==> src/hdl/scsa_pkg.sv <==
// ----------------------------------------------------------------------------
// scsa_pkg: shared definitions for the size class slot allocator
// Field widths of the request and result channels, status codes and the
// default configuration of the pools.
// ----------------------------------------------------------------------------
package scsa_pkg;

    // Fixed widths of the channel fields.
    localparam int KIND_W   = 1;
    localparam int SIZE_W   = 32;
    localparam int TAG_W    = 3;
    localparam int INDEX_W  = 12;
    localparam int STATUS_W = 3;
    localparam int BYTES_W  = 9;

    // Request kinds.
    localparam logic [KIND_W-1:0] KIND_ALLOC   = 1'b0;
    localparam logic [KIND_W-1:0] KIND_RELEASE = 1'b1;

    // Result status codes.
    localparam logic [STATUS_W-1:0] ST_GRANTED   = 3'd0;
    localparam logic [STATUS_W-1:0] ST_TOO_LARGE = 3'd1;
    localparam logic [STATUS_W-1:0] ST_EXHAUSTED = 3'd2;
    localparam logic [STATUS_W-1:0] ST_RETURNED  = 3'd3;
    localparam logic [STATUS_W-1:0] ST_FOREIGN   = 3'd4;

    // Default pool configuration.
    localparam int DEF_NUM_CLASSES     = 5;
    localparam int DEF_SLOTS_PER_CLASS = 4096;
    localparam int DEF_MIN_SLOT_BYTES  = 16;

endpackage

==> src/hdl/scsa_class_pick.sv <==
// ----------------------------------------------------------------------------
// scsa_class_pick: size to class decoder
// Finds the smallest power-of-two slot class that holds the requested size,
// and flags sizes that no class can hold.
// ----------------------------------------------------------------------------
module scsa_class_pick #(
    parameter int NUM_CLASSES    = scsa_pkg::DEF_NUM_CLASSES,
    parameter int MIN_SLOT_BYTES = scsa_pkg::DEF_MIN_SLOT_BYTES,
    parameter int CLASS_IW       = 3
) (
    input  logic [scsa_pkg::SIZE_W-1:0] size,
    output logic                        fit,
    output logic [CLASS_IW-1:0]         cls
);
    import scsa_pkg::*;

    // Each class compares against its own capacity; scanning from the largest
    // class down leaves the smallest fitting class selected.
    always_comb begin
        fit = 1'b0;
        cls = '0;
        for (int c = NUM_CLASSES - 1; c >= 0; c--) begin
            if (64'(size) <= (64'(MIN_SLOT_BYTES) << c)) begin
                fit = 1'b1;
                cls = CLASS_IW'(c);
            end
        end
    end

endmodule

==> config.mk <==
export PLATFORM = sky130hd
export DESIGN_NAME = scsa_class_pick
export DESIGN_NICKNAME = d
export VERILOG_FILES = /design/src/hdl/scsa_pkg.sv /design/src/hdl/scsa_class_pick.sv
export SDC_FILE = /design/constraint.sdc
export NUM_CORES = 1
export LEC_CHECK = 0
export CORE_AREA = 2 2 39 41
export DETAILED_ROUTE_END_ITERATION = 10
export DIE_AREA = 0 0 41 43
export DONT_BUFFER_PORTS = 1
export PLACE_DENSITY = 0.3
export SYNTH_ARGS = -nofsm -noshare
export SYNTH_HDL_FRONTEND = slang
export SYNTH_SLANG_ARGS = --single-unit
==> constraint.sdc <==
create_clock -name vclk -period 4.65
set_input_delay 0.2325 -clock vclk [all_inputs]
set_output_delay 0.2325 -clock vclk [all_outputs]
set_load 0.02 [all_outputs]
==> key figures, run 1 <==
Setup path
  • Critical Path Fanout Max: 5
  • Startpoint types: input port
  • Slowest Stage Delay on Critical Path: 0.96 ns
  • Data arrival, critical path: 2.18 ns
  • Setup crit start: size[0]
  • Setup crit end kind: output pin
  • Slowest-stage cell, CP: a2111oi_1
  • Worst Setup EP: cls[1]
  • Critical path class: input port to output pin
  • CP top delay family: simple AND/OR/NAND/NOR gates
  • Most frequent CP cell: or4_4
  • Critical path cell sequence: or4_4, or4_4, a2111oi_1
  • Worst EP required: 4.42 ns
  • Worst path bufs/invs: 0
  • Crit path depth: 3

Power and ir drop
  • Cell Int Power: 0.00286 mW
  • Max VDD drop: 0.00365 mV
  • Reg power frac: 0%
  • Comb power frac: 100.0%
  • Leak pwr: 0.0295 nW
  • Overall power: 0.00475 mW
  • Share of total power in the clock network: 0%
  • Sw frac: 39.8%
  • NetSw: 0.00189 mW
  • Power per cell area: 20.7 nW/µm²

Floorplanning
  • Die height: 43 µm
  • Die W: 41 µm
  • Die area: 1760 µm²
  • Core area: 1380 µm²
  • Ports: 36
  • Std cell rows: 14
  • Starting Density: 15.1%

Route
  • Avg WL per Cell: 15.6 µm
  • Antenna violation net count after detailed routing: 0
  • Final WL: 700 µm
  • Initial DRC Count: 3
  • Drt pass-1 iters: 2
  • DR vias: 271
  • Vias per cell: 6.02
  • DRC viols: 0

Layout
  • Sequential cell area: 0 µm²
  • Sequential cell count: 0
  • # clk buffers: 0
  • # fillers: 161
  • Non-Filler Instances: 45
  • Diodes inserted: 0
  • Fin nets: 63
  • Area delta synth->final: 9.58%
  • Layout cell share with drive strength beyond 1: 20.7%

Global routing
  • Global Route Usage Sum: 7.49%
  • Largest net degree at the start of global routing: 9
  • GRT Residual Overflow: 0
  • Global-route wire length before repair: 986 µm
  • Initial antenna violation count: 0
  • Vias in the first global route: 268

Logic synthesis
  • Avg Cell Area, Syn: 7.21 µm²
  • Cell count after synthesis: 29
  • Unique masters post-synth: 20
  • Most common cell in the netlist: nor4_1
  • Synth warn: 0
  • Top cells by area, synth: nor4_1, or4_4, or3b_1, or4_1, nand2b_1
  • Post-synthesis sequential area ratio: 0%
  • Yosys top cell by area: nor4_1
  • Synth Cell Area: 209 µm²
  • Top cell type's share of synthesized area: 15.0%
  • Synth Net Count: 61

STA
  • Setup TNS: 0 ns
  • Rel. slew slack: 31.0%
  • Fin crit period: 2.41 ns
  • Final Max Tran Viols: 0
  • Crit share post-route: 51.8%
  • Worst hold slack: 0.548 ns
  • Final-report hold violation count: 0
  • Final setup violation count: 0
  • Worst slew pin tran: 1.03 ns
  • Unrepaired setup endpoints after global routing: no
  • Max Freq: 415 MHz

Placement
  • Port bufs: 0
  • DPL Wire Length: 653 µm
  • Placed insts: 45
  • RePlAce Congestion: 0.585

Flow run
  • Total of max-cap violations: 0

Hold path
  • Hold path start: size[8]
  • HP Class: input port to output pin

Clock network
  • Setup Buffers After CTS: 0
  • Post-CTS Hold Fix Bufs: 0
  • # resized after CTS: 0

Run status
  • Status: finished, final reports clean
## worst min-delay path by stage
stage / to / slack [ns] / cells past startpoint
floorplan: cls[1] / 0.54 / 1
global placement: cls[1] / 0.55 / 1
detailed placement: cls[1] / 0.55 / 1
CTS: cls[1] / 0.55 / 1
global route: cls[1] / 0.55 / 1
finish: cls[1] / 0.55 / 1
## cell type report
type | instances | area (µm²) | share of cell area, %
well taps | 16 | 20.0 | 8.74
multi-input cells | 29 | 209 | 91.3
## power by group through the flow
stage | Sequential, mW | Combinational [mW] | Clock [mW]
3_3_place_gp | 0 | 0.00456 | 0
5_1_grt | 0 | 0.00531 | 0
2_1_floorplan | 0 | 0.00420 | 0
6_report | 0 | 0.00475 | 0
3_5_place_dp | 0 | 0.00472 | 0
4_1_cts | 0 | 0.00474 | 0
## stage by stage
| stage | instance area (µm²) | util [%] | worst slack (ns) |
|---|---|---|---|
| global route | 229 | 16.5 | 2.17 |
| detailed placement | 229 | 16.5 | 2.22 |
| global placement | 229 | 16.5 | 2.22 |
| floorplan | 209 | - | 2.29 |
| CTS | 229 | 16.5 | 2.22 |
| finish | 229 | 16.5 | 2.24 |
## layer usage
layer / vias up / share of wire (%) / track usage, %
met3: 0 / 8.4 / 0
met2: 18 / 65 / 17.5
met4: 0 / 0 / 0
li1: 129 / - / -
met5: - / 0 / 0
met1: 124 / 27 / 6.01
## cell usage in the layout (no fill, tap or decap)
master and count:
or4_1 2, nor4_1 5, a221oi_1 1, or4_2 1, o21a_1 1, nand2b_1 2
or2_2 1, nand3_1 1, nand3b_1 1, or4b_2 1, a2111oi_1 1, nand4_1 1
nor3_1 2, or4_4 2, a21oi_1 1, a211oi_1 1, or3b_1 2, nor2_1 1
o21ai_0 1, a21oi_2 1
## kinds of logic after synthesis
| logic type | Yosys count | synth area share [%] |
|---|---|---|
| AOI/OAI and AO/OA | 7 | 25.1 |
| and+or+nand+nor | 22 | 74.9 |
No activity file was read; power rests on OpenSTA's default activity.
==> run 2: changes to the inputs <==
==> constraint.sdc (replaced) <==
create_clock -name vclk -period 2.3
set_input_delay 0.115 -clock vclk [all_inputs]
set_output_delay 0.115 -clock vclk [all_outputs]
set_load 0.02 [all_outputs]
==> run 2 against run 1 <==
Utilization rose by 1.1 points. Die area did not move. Sequential share of layout area did not move. Global-route usage fell by 0.20 points. Largest cell class unchanged.
==> key figures, run 2 (synthesis results as in run 1) <==
Run status
  • Status: finished, final reports clean

Floorplanning
  • Starting Density: 15.1%
  • Core area: 1380 µm²
  • Die height: 43 µm
  • Ports: 36
  • Std cell rows: 14
  • Die area: 1760 µm²
  • Die W: 41 µm

STA
  • Setup TNS: 0 ns
  • Unrepaired setup endpoints after global routing: no
  • Worst slew pin tran: 0.445 ns
  • Worst hold slack: 0.363 ns
  • Final setup margin: 0.373 ns
  • Rel. slew slack: 70.5%
  • Crit share post-route: 83.8%
  • Final-report hold violation count: 0
  • Max Freq: 519 MHz
  • Final Max Tran Viols: 0
  • Fin crit period: 1.93 ns
  • Final setup violation count: 0

Power and ir drop
  • Leak pwr: 0.0404 nW
  • Power per cell area: 39.1 nW/µm²
  • Max VDD drop: 0.00710 mV

Route
  • Avg WL per Cell: 14.4 µm
  • Final WL: 676 µm
  • Drt pass-1 iters: 2
  • Vias per cell: 6.02
  • Antenna violation net count after detailed routing: 0
  • Initial DRC Count: 1
  • DR vias: 283
  • DRC viols: 0

Hold path
  • HP Class: input port to output pin
  • Hold path start: size[8]
  • Min-Delay Endpoint: fit
  • Worst hold path depth: 1

Layout
  • Diodes inserted: 0
  • Fin nets: 65
  • Commonest non-fill, non-tap cell in the layout: nor4_1
  • Non-Filler Instances: 47
  • Sequential cell area: 0 µm²
  • Area delta synth->final: 16.8%
  • Core Util, Final: 17.6%
  • # fillers: 157
  • Multi-input logic area: 209 µm²
  • # clk buffers: 0
  • Sequential cell count: 0
  • Layout cell share with drive strength beyond 1: 25.8%

Setup path
  • Setup crit end kind: output pin
  • Critical path class: input port to output pin
  • Critical path cell sequence: or4_1, nor3_1, or3b_1, a221oi_1, buf_4
  • Slowest Stage Delay on Critical Path: 0.56 ns
  • Slowest-stage cell, CP: or4_1
  • Worst EP required: 2.18 ns
  • Setup crit start: size[14]
  • Critical Path Fanout Max: 3
  • Data arrival, critical path: 1.81 ns
  • Startpoint types: input port

Global routing
  • Largest net degree at the start of global routing: 9
  • Global Route Usage Sum: 7.29%
  • Vias in the first global route: 275
  • Global-route wire length before repair: 979 µm
  • GRT Residual Overflow: 0
  • Initial antenna violation count: 0

Placement
  • Placement Setup Slack: 0.366 ns
  • RePlAce Congestion: 0.579
  • Placed insts: 47
  • Port bufs: 0

Flow run
  • Total of max-cap violations: 0

Clock network
  • Post-CTS Hold Fix Bufs: 0
  • # resized after CTS: 0
  • Setup Buffers After CTS: 0
run 2: critical path, delay by kind of cell:
family,cells,cell delay [ns]
simple gates,3,1.18
compound gates,1,0.32
buf+inv,1,0.20
run 2: worst max path at each step:
stage | end | slack (ns) | cells past startpoint
floorplan | cls[1] | 0.18 | 3
global placement | cls[0] | 0.39 | 5
detailed placement | cls[0] | 0.37 | 5
CTS | cls[0] | 0.37 | 5
global route | cls[0] | 0.27 | 5
finish | cls[0] | 0.37 | 5
run 2: per-stage QoR:
stage,area [µm²],power (mW)
after floorplan,209,0.00849
after global placement,244,0.00917
after detailed placement,244,0.00958
after CTS,244,0.00961
after global routing,244,0.0108
final,244,0.00953
run 2: layout make-up:
type	count	area share [%]
Timing Repair Buffer	2	6.15
Tap cell	16	8.21
Multi-Input combinational cell	29	85.6
run 2: power by group:
group          internal [mW]  switching [mW]
logic                0.00578         0.00375
clock network              0               0
registers                  0               0
run 2: routing by layer:
metal	global-route usage [%]	wire length [µm]	vias up
met5	0	0	-
met3	0.524	60	0
li1	-	-	135
met2	17.5	439	18
met1	5.06	175	130
met4	0	0	0
